[src/rtl/core/tes_pkg.sv]
// Shared constants for the text encoding sniffer: class codes and marker bytes.
package tes_pkg;

  typedef logic [2:0] enc_class_t;

  localparam enc_class_t CLASS_ASCII   = 3'd0;
  localparam enc_class_t CLASS_BINARY  = 3'd1;
  localparam enc_class_t CLASS_UTF8    = 3'd2;
  localparam enc_class_t CLASS_UTF16LE = 3'd3;
  localparam enc_class_t CLASS_UTF16BE = 3'd4;
  localparam enc_class_t CLASS_UTF32LE = 3'd5;
  localparam enc_class_t CLASS_UTF32BE = 3'd6;

  localparam logic [7:0] BYTE_ZERO  = 8'h00;
  localparam logic [7:0] BYTE_FE    = 8'hFE;
  localparam logic [7:0] BYTE_FF    = 8'hFF;
  localparam logic [7:0] BYTE_EF    = 8'hEF;
  localparam logic [7:0] BYTE_BB    = 8'hBB;
  localparam logic [7:0] BYTE_BF    = 8'hBF;
  localparam logic [7:0] BYTE_DEL   = 8'h7F;
  localparam logic [7:0] BYTE_SPACE = 8'h20;
  localparam logic [7:0] BYTE_TAB   = 8'h09;
  localparam logic [7:0] BYTE_LF    = 8'h0A;
  localparam logic [7:0] BYTE_CR    = 8'h0D;

  // Length codes used by the scan and the verdict (bytes in the buffer, saturating at seven).
  localparam logic [2:0] LEN_TWO   = 3'd2;
  localparam logic [2:0] LEN_THREE = 3'd3;
  localparam logic [2:0] LEN_FOUR  = 3'd4;
  localparam logic [2:0] LEN_SIX   = 3'd6;
  localparam logic [2:0] LEN_SEVEN = 3'd7;

endpackage

[src/rtl/core/text_encoding_sniffer_top.sv]
// Text encoding sniffer: byte-order mark check and delayed UTF-8 scan over a buffer.
//
// Usage: a buffer is presented one word (data_byte) per handshake on the input
// channel (in_valid / in_stall), with last_byte high on its final word. One
// encoding_class word is produced on the output channel (out_valid / out_stall)
// for each buffer, and only on its final word; all scanning state is then
// cleared so the very next input word opens a new buffer.
// The class passes from the snapshot register to the output register before it
// appears on out_valid. Throughput: one input word every cycle while in_stall is
// low, set by the window compare and counter update; buffers may follow each other
// back to back, even one word long.
// When the receiver stalls, the result is held in the output register and the
// finished buffer's totals wait in a snapshot register, so the input channel
// keeps taking words; in_stall rises only when both are full.
// Reset (rst, synchronous, active high) empties both registers and clears the
// head bytes, the delay window, the byte count and all counters.
// Counters are COUNT_WIDTH bits wide and saturate at all ones.
module text_encoding_sniffer_top
  import tes_pkg::*;
#(
  parameter int COUNT_WIDTH = 32
) (
  input  logic       clk,
  input  logic       rst,
  input  logic       in_valid,
  output logic       in_stall,
  input  logic [7:0] data_byte,
  input  logic       last_byte,
  output logic       out_valid,
  input  logic       out_stall,
  output logic [2:0] encoding_class
);

  typedef logic [COUNT_WIDTH-1:0] count_t;
  localparam count_t CountMax = '1;

  function automatic count_t sat_inc(input count_t c);
    sat_inc = (c == CountMax) ? c : c + count_t'(1);
  endfunction

  function automatic count_t sat_add(input count_t a, input count_t b);
    logic [COUNT_WIDTH:0] sum;
    sum = {1'b0, a} + {1'b0, b};
    sat_add = sum[COUNT_WIDTH] ? CountMax : sum[COUNT_WIDTH-1:0];
  endfunction

  function automatic logic is_cont(input logic [7:0] b);
    is_cont = (b[7:6] == 2'b10);
  endfunction

  // Working state of the buffer in progress.
  logic [7:0] head_bytes [4];
  logic [7:0] delay_window [6];
  logic [2:0] bytes_seen;
  logic [1:0] skip_remaining;
  count_t     high_bit_count, control_count;
  count_t     two_byte_count, three_byte_count, four_byte_count;

  // Snapshot of a finished buffer, waiting for the verdict stage.
  logic       snap_valid;
  logic [7:0] snap_head [4];
  logic [2:0] snap_len;
  count_t     snap_high, snap_control, snap_two, snap_three, snap_four;

  logic in_accept, snap_move;

  assign snap_move = !out_valid || !out_stall;
  assign in_stall  = snap_valid && !snap_move;
  assign in_accept = in_valid && !in_stall;

  // Scan of the oldest byte in the window, once six bytes are held.
  logic [7:0] scan_byte;
  logic       scan_on, scan_live;
  logic       hit_high, hit_control, hit_two, hit_three, hit_four;
  logic [1:0] skip_remaining_next;
  count_t     high_bit_count_next, control_count_next;
  count_t     two_byte_count_next, three_byte_count_next, four_byte_count_next;
  logic [7:0] head_next [4];
  logic [2:0] len_next;

  always_comb begin
    scan_byte = delay_window[0];
    scan_on   = (bytes_seen >= LEN_SIX);
    scan_live = scan_on && (skip_remaining == 2'd0);

    hit_high    = scan_live && scan_byte[7];
    hit_control = scan_live && !scan_byte[7] &&
                  ((scan_byte < BYTE_SPACE) || (scan_byte == BYTE_DEL)) &&
                  (scan_byte != BYTE_CR) && (scan_byte != BYTE_LF) &&
                  (scan_byte != BYTE_TAB);
    hit_two   = scan_live && (scan_byte[7:5] == 3'b110) && is_cont(delay_window[1]);
    hit_three = scan_live && (scan_byte[7:4] == 4'b1110) &&
                is_cont(delay_window[1]) && is_cont(delay_window[2]);
    hit_four  = scan_live && (scan_byte[7:3] == 5'b11110) &&
                is_cont(delay_window[1]) && is_cont(delay_window[2]) &&
                is_cont(delay_window[3]);

    skip_remaining_next = skip_remaining;
    if (scan_on) begin
      if (skip_remaining != 2'd0) begin
        skip_remaining_next = skip_remaining - 2'd1;
      end else if (hit_two) begin
        skip_remaining_next = 2'd1;
      end else if (hit_three) begin
        skip_remaining_next = 2'd2;
      end else if (hit_four) begin
        skip_remaining_next = 2'd3;
      end
    end

    high_bit_count_next   = hit_high    ? sat_inc(high_bit_count)   : high_bit_count;
    control_count_next    = hit_control ? sat_inc(control_count)    : control_count;
    two_byte_count_next   = hit_two     ? sat_inc(two_byte_count)   : two_byte_count;
    three_byte_count_next = hit_three   ? sat_inc(three_byte_count) : three_byte_count;
    four_byte_count_next  = hit_four    ? sat_inc(four_byte_count)  : four_byte_count;

    for (int i = 0; i < 4; i++) begin
      head_next[i] = head_bytes[i];
    end
    if (!bytes_seen[2]) begin
      head_next[bytes_seen[1:0]] = data_byte;
    end

    len_next = (bytes_seen == LEN_SEVEN) ? LEN_SEVEN : bytes_seen + 3'd1;
  end

  always_ff @(posedge clk) begin
    if (rst) begin
      bytes_seen       <= '0;
      skip_remaining   <= '0;
      high_bit_count   <= '0;
      control_count    <= '0;
      two_byte_count   <= '0;
      three_byte_count <= '0;
      four_byte_count  <= '0;
      for (int i = 0; i < 4; i++) begin
        head_bytes[i] <= '0;
      end
      for (int i = 0; i < 6; i++) begin
        delay_window[i] <= '0;
      end
    end else if (in_accept) begin
      if (last_byte) begin
        // The buffer is complete: everything returns to its reset value.
        bytes_seen       <= '0;
        skip_remaining   <= '0;
        high_bit_count   <= '0;
        control_count    <= '0;
        two_byte_count   <= '0;
        three_byte_count <= '0;
        four_byte_count  <= '0;
        for (int i = 0; i < 4; i++) begin
          head_bytes[i] <= '0;
        end
        for (int i = 0; i < 6; i++) begin
          delay_window[i] <= '0;
        end
      end else begin
        bytes_seen       <= len_next;
        skip_remaining   <= skip_remaining_next;
        high_bit_count   <= high_bit_count_next;
        control_count    <= control_count_next;
        two_byte_count   <= two_byte_count_next;
        three_byte_count <= three_byte_count_next;
        four_byte_count  <= four_byte_count_next;
        for (int i = 0; i < 4; i++) begin
          head_bytes[i] <= head_next[i];
        end
        for (int i = 0; i < 5; i++) begin
          delay_window[i] <= delay_window[i+1];
        end
        delay_window[5] <= data_byte;
      end
    end
  end

  // Snapshot register: takes the totals of a buffer on its final word.
  always_ff @(posedge clk) begin
    if (rst) begin
      snap_valid <= 1'b0;
    end else if (in_accept && last_byte) begin
      snap_valid <= 1'b1;
    end else if (snap_move) begin
      snap_valid <= 1'b0;
    end
    if (in_accept && last_byte) begin
      snap_len     <= len_next;
      snap_high    <= high_bit_count_next;
      snap_control <= control_count_next;
      snap_two     <= two_byte_count_next;
      snap_three   <= three_byte_count_next;
      snap_four    <= four_byte_count_next;
      for (int i = 0; i < 4; i++) begin
        snap_head[i] <= head_next[i];
      end
    end
  end

  // Verdict from the snapshot: length and head bytes (marks) first, then scan totals.
  enc_class_t verdict;
  count_t     seq_total;
  logic       tail_zero;

  always_comb begin
    seq_total = sat_add(sat_add(snap_two, snap_three), snap_four);
    tail_zero = (snap_len >= LEN_FOUR) && (snap_head[2] == BYTE_ZERO) &&
                (snap_head[3] == BYTE_ZERO);
    if (snap_len < LEN_TWO) begin
      verdict = CLASS_ASCII;
    end else if ((snap_head[0] == BYTE_FE) && (snap_head[1] == BYTE_FF)) begin
      verdict = tail_zero ? CLASS_UTF32BE : CLASS_UTF16BE;
    end else if ((snap_head[0] == BYTE_FF) && (snap_head[1] == BYTE_FE)) begin
      verdict = tail_zero ? CLASS_UTF32LE : CLASS_UTF16LE;
    end else if ((snap_head[0] == BYTE_ZERO) && (snap_head[1] == BYTE_ZERO)) begin
      verdict = ((snap_len >= LEN_FOUR) && (snap_head[2] == BYTE_FE) &&
                 (snap_head[3] == BYTE_FF)) ? CLASS_UTF32BE : CLASS_BINARY;
    end else if (snap_head[0] == BYTE_EF) begin
      verdict = ((snap_len >= LEN_THREE) && (snap_head[1] == BYTE_BB) &&
                 (snap_head[2] == BYTE_BF)) ? CLASS_UTF8 : CLASS_BINARY;
    end else if ((seq_total != '0) && (seq_total >= snap_high) &&
                 (snap_control == '0)) begin
      verdict = CLASS_UTF8;
    end else if ((snap_control != '0) || (snap_high != '0)) begin
      verdict = CLASS_BINARY;
    end else begin
      verdict = CLASS_ASCII;
    end
  end

  // Output register: loads whenever it is empty or its word is being taken.
  always_ff @(posedge clk) begin
    if (rst) begin
      out_valid <= 1'b0;
    end else if (snap_move) begin
      out_valid <= snap_valid;
    end
    if (snap_move && snap_valid) begin
      encoding_class <= verdict;
    end
  end

endmodule
[config.mk]
export PLATFORM = sky130hd
export DESIGN_NAME = text_encoding_sniffer_top
export DESIGN_NICKNAME = d
export VERILOG_FILES = /design/src/rtl/core/tes_pkg.sv /design/src/rtl/core/text_encoding_sniffer_top.sv
export SDC_FILE = /design/constraint.sdc
export NUM_CORES = 1
export LEC_CHECK = 0
export BUFFER_PORTS_ARGS = -buffer_cell sky130_fd_sc_hd__buf_2
export CORE_UTILIZATION = 55
export CTS_CLUSTER_DIAMETER = 40
export DETAILED_ROUTE_END_ITERATION = 16
export GPL_TIMING_DRIVEN = 0
export PLACE_DENSITY = 0.79
export SYNTH_ARGS = -nofsm -noshare
export SYNTH_HDL_FRONTEND = slang
export SYNTH_SLANG_ARGS = --single-unit
[constraint.sdc]
create_clock -name clk -period 21.4 [get_ports clk]
set_input_delay 6.42 -clock clk [delete_from_list [all_inputs] [get_ports clk]]
set_output_delay 6.42 -clock clk [all_outputs]
set_load 0.1 [all_outputs]
==> results of run 1 <==
## routing by layer
layer  share of wire (%)  vias up  global-route usage, %
met1                  41     9087                   37.5
met2                  46      819                   47.4
li1                    -     8835                      -
met5               0.071        -                      0
met4                 4.8        6                   14.3
met3                 8.1      189                   3.79
## worst register-to-register path, delay by kind of cell, from the launching register on
family,cells,cell delay (ns)
compound gates,21,4.79
buf+inv,4,0.99
fa+ha+maj,4,1.21
simple gates,8,1.56
flops,1,0.38
## per-stage QoR
step / std cells / instance area, µm² / utilization [%] / worst slack, ns / power, mW
2_1_floorplan: 2388 / 23800 / - / 7.79 / 1.16
3_3_place_gp: 2982 / 24600 / 58.0 / 7.04 / 1.24
3_5_place_dp: 2983 / 24600 / 58.1 / 7.70 / 1.24
4_1_cts: 3075 / 26200 / 62.0 / 7.70 / 2.09
5_1_grt: 3075 / 26200 / 62.0 / 7.65 / 2.15
6_report: 3076 / 26200 / 62.0 / 7.70 / 2.09
## logic make-up after synthesis
logic type | count (synthesis)
buffers and inverters | 172
adder cells (fa/ha/maj) | 107
XOR/XNOR | 206
flip-flops | 445
multiplexers | 39
AND/OR/NAND/NOR | 883
AO/OA/AOI/OAI | 536
## path summary, 6_finish.rpt
kind	start	end	slack, ns
max	out_stall	in_stall	7.70
min	head_bytes[2][6]$_SDFFE_PP0P_	head_bytes[2][6]$_SDFFE_PP0P_	0.50
max reg2reg	snap_two[0]$_DFFE_PP_	encoding_class[1]$_SDFFCE_PP0P_	12.25
min reg2reg	head_bytes[2][6]$_SDFFE_PP0P_	head_bytes[2][6]$_SDFFE_PP0P_	0.50
## report_power, final
part,leakage (nW),internal [mW],switching [mW]
Combinational,5.13,0.100,0.186
Clock,0.793,0.496,0.362
Sequential,4.03,0.931,0.0110
## synth_stat cells, types with 17 or more instances
cell and count:
o21ai_0 153, nor4_1 40, edfxtp_1 270, nor2b_1 49, a21oi_1 143, ha_1 105
and3_1 49, nor2_1 207, nand4_1 48, nand3_1 65, clkbuf_1 96, a21o_1 42
and4_1 17, inv_1 66, mux2_2 37, and2_1 59, dfxtp_1 175, or3_1 32
nor3_1 28, xor2_1 106, a22oi_1 69, nand2_1 221, xnor2_1 100, a22o_1 22
## layout make-up
| type | count | area (µm²) |
|---|---|---|
| fillers | 3375 | 16100 |
| flip-flops and latches | 445 | 11600 |
| multi-input cells | 1771 | 11500 |
| clock buffers | 59 | 1280 |
| well taps | 577 | 722 |
| plain buffers | 106 | 407 |
| clock inverters | 33 | 358 |
| inverters | 66 | 255 |
| repair buffers | 18 | 113 |
| diodes | 1 | 2.50 |
==> results.sh, run 1 <==
export IMPL_slew_violations=0
export IMPL_ys_types=83
export IMPL_via_per_inst=6.16
export IMPL_slew_headroom_pct=13.5
export IMPL_yosysTopAreaCell="edfxtp_1"
export IMPL_vdd_ir_drop_worst_mv=0.0610
export IMPL_synthArstFlopShare_pct=0
export IMPL_drive_gt1_share_pct=6.93
export IMPL_min_delay_path_depth=2
export IMPL_numPortBuffers=17
export IMPL_synth_compound_area_share_pct=14.2
export IMPL_start_util_pct=56.1
export IMPL_path_class="in -> out"
export IMPL_cts_setup_buffers=0
export IMPL_p_leak_nw=9.96
export IMPL_cap_violations=0
export IMPL_cts_inserted_buffers=50
export IMPL_worst_pin_slew_ns=1.29
export IMPL_crit_top_cell="buf_2"
export IMPL_die_w_um=210
export IMPL_regMostFlops="delay_window"
export IMPL_yosys_area_share_adder_pct=5.70
export IMPL_synth_top_family_by_area="simple AND/OR/NAND/NOR gates"
export IMPL_critical_path_slowest_cell="buf_2"
export IMPL_drtAntennaViolNets=0
export IMPL_grt_pass1_wl_mm=98.8
export IMPL_worst_setup_path_end_kind="output port"
export IMPL_worstPathArrival_ns=7.28
export IMPL_ys_top_cells_by_area="edfxtp_1 34%, dfxtp_1 15%, ha_1 5.5%, xor2_1 3.9%, xnor2_1 3.7%"
export IMPL_cp_top_family="buffers and inverters"
export IMPL_synth_area_per_cell_um2=9.95
export IMPL_largest_reg_flops=48
export IMPL_grt_start_max_net_pins=114
export IMPL_rsz0062_at_grt="false"
export IMPL_fin_tns_setup_ns=0
export IMPL_final_cell_mix="270 x edfxtp_1, 221 x nand2_1, 207 x nor2_1"
export IMPL_grt_overflow_total=0
export IMPL_critPathMaxStageDelay_ns=0.43
export IMPL_drt_iter0_drc=1814
export IMPL_setup_violations_final=0
export IMPL_cp_num_buf_inv=3
export IMPL_antenna_found_initial=4
export IMPL_place_hpwl_mm=46.8
export IMPL_ctsLongestPathBuffers=3
export IMPL_cts_tree="done"
export IMPL_wl_mm=64.4
export IMPL_holdBufCountCts=0
export IMPL_num_rows=75
export IMPL_clk_insertion_delay_late_ns=0.59
export IMPL_route_detailed_drc=0
export IMPL_hold_class="reg -> reg"
export IMPL_synth_top_area_share_pct=34.1
export IMPL_final_nets=2578
export IMPL_cts_sinks=445
export IMPL_synth_seq_area_share_pct=48.9
export IMPL_crit_cells=4
export IMPL_hold_ws_ns=0.500
export IMPL_cts_root_buf="clkbuf_16"
export IMPL_track_usage_pct=28.8
export IMPL_synth_area_um2=23800
export IMPL_synth_simple_gate_area_share_pct=19.0
export IMPL_synth_fp_nets=2508
export IMPL_ys_flop_type="edfxtp_1"
export IMPL_pin_count=18
export IMPL_outcome="complete, no violations"
export IMPL_synth_edff_count=270
export IMPL_grt_pass1_vias=18279
export IMPL_fin_crit_ns=13.70
export IMPL_power_density_nw_per_um2=79.5
export IMPL_clk_pin_slew_ns=0.06
export IMPL_max_freq_mhz=73.0
export IMPL_first_pass_iters=6
export IMPL_final_common_cell="edfxtp_1"
export IMPL_crit_chain="buf_2 -> nand3_1 -> inv_1 -> buf_2"
export IMPL_hold_viol=0
export IMPL_vias=18936
export IMPL_ctsResizeCount=0
export IMPL_synth_seq_cells=445
export IMPL_worstRegToRegCells=37
export IMPL_htreeDepth=2
export IMPL_fp_dieH_um=210
export IMPL_startpoint_type="primary input"
export IMPL_fin_skew_ns=0.0149
export IMPL_die_area_um2=44000
export IMPL_synthToLayoutAreaGrowth_pct=10.5
export IMPL_core_area_um2=42300
export IMPL_muxShareOfSynthArea_pct=1.84
export IMPL_gp_congestion=0.925
export IMPL_syn_inst=2388
export IMPL_post_drt_wl_per_cell_um=20.9
export IMPL_yosysWarnings=0
export IMPL_synth_xor_area_share_pct=7.59
export IMPL_crit_fanout=4
export IMPL_required_ns=14.98
export IMPL_period_share_pct=64.0
(Power assumes the default switching activity.)
==> run 2, diff against run 1 <==
--- a/config.mk
+++ b/config.mk
@@ -5,12 +5,13 @@
 export SDC_FILE = /design/constraint.sdc
 export NUM_CORES = 1
 export LEC_CHECK = 0
+export ABC_AREA = 1
 export BUFFER_PORTS_ARGS = -buffer_cell sky130_fd_sc_hd__buf_2
 export CORE_UTILIZATION = 55
 export CTS_CLUSTER_DIAMETER = 40
 export DETAILED_ROUTE_END_ITERATION = 16
 export GPL_TIMING_DRIVEN = 0
-export PLACE_DENSITY = 0.79
+export PLACE_DENSITY = 0.81
 export SYNTH_ARGS = -nofsm -noshare
 export SYNTH_HDL_FRONTEND = slang
 export SYNTH_SLANG_ARGS = --single-unit
==> constraint.sdc (replaced) <==
create_clock -name clk -period 11.3 [get_ports clk]
set_input_delay 3.39 -clock clk [delete_from_list [all_inputs] [get_ports clk]]
set_output_delay 3.39 -clock clk [all_outputs]
set_load 0.1 [all_outputs]
==> run 2 against run 1 <==
Combinational power rose by 94%. Non-clock buffer count fell by 24. Clock power rose by 110%. Die area rose by 11%. Hold slack got worse by 0.038 ns. Largest power group unchanged. Setup slack got worse by 4.0 ns.
==> results.sh, run 2 <==
export IMPL_outcome="complete, no violations"
export IMPL_drtAntennaViolNets=0
export IMPL_num_rows=79
export IMPL_instances_no_fill=4152
export IMPL_r2r_start="snap_two[0]$_DFFE_PP_"
export IMPL_crit_top_cell="buf_2"
export IMPL_final_cell_mix="874 x nand2_1, 574 x inv_1, 295 x nor2_1"
export IMPL_ctsLongestPathBuffers=3
export IMPL_crit_path_start="out_stall"
export IMPL_fp_dieH_um=221
export IMPL_holdPathEnd="head_bytes[2][3]$_SDFFE_PP0P_"
export IMPL_synth_fp_nets=3535
export IMPL_grt_overflow_total=0
export IMPL_synthArstFlopShare_pct=0
export IMPL_ys_flop_type="edfxtp_1"
export IMPL_crit_chain="buf_2 -> nand2_1 -> nor2_1 -> buf_2"
export IMPL_die_area_um2=48700
export IMPL_cp_num_buf_inv=2
export IMPL_cap_violations=0
export IMPL_power_density_nw_per_um2=141
export IMPL_setup_violations_final=0
export IMPL_route_detailed_drc=0
export IMPL_fin_tns_setup_ns=0
export IMPL_drt_iter0_drc=2005
export IMPL_grt_pass1_wl_mm=110
export IMPL_regMostFlops="delay_window"
export IMPL_place_hpwl_mm=52.8
export IMPL_synth_top_area_share_pct=30.8
export IMPL_critical_path_slowest_cell="buf_2"
export IMPL_synth_seq_cells=445
export IMPL_dp_cells=4048
export IMPL_min_delay_path_depth=2
export IMPL_yosysWarnings=0
export IMPL_synthToLayoutAreaGrowth_pct=11.1
export IMPL_clk_insertion_delay_late_ns=0.60
export IMPL_syn_inst=3415
export IMPL_vias=22787
export IMPL_start_util_pct=56.2
export IMPL_cts_setup_buffers=0
export IMPL_cts_root_buf="clkbuf_16"
export IMPL_cp_top_family="buffers and inverters"
export IMPL_slew_headroom_pct=11.1
export IMPL_pin_count=18
export IMPL_grt_start_max_net_pins=36
export IMPL_core_area_um2=46900
export IMPL_required_ns=7.91
export IMPL_clk_pin_slew_ns=0.06
export IMPL_synth_seq_area_share_pct=44.1
export IMPL_grt_pass1_vias=21658
export IMPL_worstRegToRegCells=44
export IMPL_startpoint_type="primary input"
export IMPL_final_common_cell="nand2_1"
export IMPL_max_freq_mhz=132
export IMPL_synth_edff_count=270
export IMPL_hp_start="head_bytes[2][3]$_SDFFE_PP0P_"
export IMPL_track_usage_pct=28.7
export IMPL_placed_area_um2=27400
export IMPL_antenna_found_initial=2
export IMPL_worst_pin_slew_ns=1.33
export IMPL_largest_reg_flops=48
export IMPL_vdd_ir_drop_worst_mv=0.147
export IMPL_final_nets=3618
export IMPL_fin_area_um2=29200
export IMPL_hold_ws_ns=0.462
export IMPL_antennaDiodeCount=0
export IMPL_cts_inserted_buffers=55
export IMPL_period_share_pct=67.1
export IMPL_critPathMaxStageDelay_ns=0.46
export IMPL_synth_most_common_cell="nand2_1"
export IMPL_numPortBuffers=17
export IMPL_worstPathArrival_ns=4.19
export IMPL_via_per_inst=5.49
export IMPL_worst_setup_path_end_kind="output port"
export IMPL_synth_area_per_cell_um2=7.71
export IMPL_reg2reg_to="encoding_class[1]$_SDFFCE_PP0P_"
export IMPL_p_leak_nw=12.5
export IMPL_rsz0062_at_grt="false"
export IMPL_post_drt_wl_per_cell_um=16.7
export IMPL_gp_congestion=0.964
export IMPL_synth_area_um2=26300
export IMPL_holdBufCountCts=0
export IMPL_fin_crit_ns=7.58
export IMPL_yosysTopAreaCell="edfxtp_1"
export IMPL_hold_viol=0
export IMPL_synthTopCellsByCount="874 x nand2_1, 574 x inv_1, 296 x nor2_1, 270 x edfxtp_1, 230 x a21oi_1"
export IMPL_r2r_slack_ns=3.89
export IMPL_cts_tree="done"
export IMPL_ys_types=68
export IMPL_wl_mm=69.3
export IMPL_crit_fanout=3
export IMPL_path_class="in -> out"
export IMPL_hold_class="reg -> reg"
export IMPL_ys_top_cells_by_area="edfxtp_1 31%, dfxtp_1 13%, nand2_1 12%, inv_1 8.2%, ha_1 5.0%"
export IMPL_fin_skew_ns=0.0163
export IMPL_drive_gt1_share_pct=6.74
export IMPL_ctsResizeCount=0
export IMPL_htreeDepth=2
export IMPL_slew_violations=0
export IMPL_cts_sinks=445
export IMPL_die_w_um=221
export IMPL_first_pass_iters=7
-- run 2: cell types whose count changed in the layout (fill, tap and decap cells not counted), moves of 44 or more --
cell	before	now
nor3_1	28	72
nand3_1	65	163
nor2b_1	49	0
and3_1	49	2
xnor2_1	100	44
a22oi_1	69	0
inv_1	64	574
o21ai_0	153	83
nor2_1	207	295
a21oi_1	143	230
and2_1	59	3
nand2_1	221	874
-- run 2: stage by stage --
| step | util, % | power [mW] | setup WS [ns] |
|---|---|---|---|
| floorplan | - | 2.21 | 1.40 |
| global placement | 58.0 | 2.36 | -0.489 |
| detailed placement | 58.4 | 2.37 | 3.74 |
| CTS | 62.4 | 4.14 | 3.72 |
| global route | 62.4 | 4.28 | 3.24 |
| finish | 62.4 | 4.13 | 3.72 |
-- run 2: per-layer routing --
| layer | part of all wire (%) | wire, µm | global-route usage (%) | vias to the layer above |
|---|---|---|---|---|
| met5 | 0.019 | 13 | 0 | - |
| met3 | 7.6 | 5240 | 3.74 | 163 |
| met2 | 47 | 32700 | 48.5 | 878 |
| met4 | 3.6 | 2500 | 11.1 | 2 |
| met1 | 42 | 28900 | 37.2 | 10467 |
| li1 | - | - | - | 11277 |
-- run 2: worst max path at each step --
stage | endpoint | slack (ns) | cells after the start
after floorplan | snap_control[0]$_DFFE_PP_ | 1.40 | 6
final | in_stall | 3.72 | 4
after detailed placement | in_stall | 3.74 | 4
after CTS | in_stall | 3.72 | 4
after global routing | encoding_class[1]$_SDFFCE_PP0P_ | 3.24 | 44
after global placement | snap_three[27]$_DFFE_PP_ | -0.49 | 7
-- run 2: tightest hold or removal path, delay by kind of cell (launching register included) --
| family | cells | cell delay [ns] |
|---|---|---|
| compound gates | 1 | 0.05 |
| flops | 1 | 0.31 |
| simple gates | 1 | 0.06 |
-- run 2: cells by family (layout without fill, tap and decap cells) --
group	Yosys count	count (layout)	share of synthesized area, %
simple gates	1624	1624	27.2
compound gates	401	401	8.35
fa+ha+maj	107	107	5.14
xor+xnor	165	165	5.49
flops	445	445	44.1
buf+inv	673	803	9.69
-- run 2: final cells by class --
type                       instances  area, µm²
clock inverter                    36        378
multi-input combinational       2297      12200
fill                            4009      17600
clock buffer                      68       1510
timing repair buffer              26        280
buffer                            74        295
inverter                         599       2250
sequential                       445      11600
tap                              607        759
-- run 2: power by group --
part           leakage (nW)  total, mW  switching, mW  internal (mW)
logic                  7.56      0.556          0.381          0.175
clock network         0.916       1.79          0.746           1.04
registers              4.03       1.79         0.0243           1.77
total                  12.5       4.13           1.15           2.98
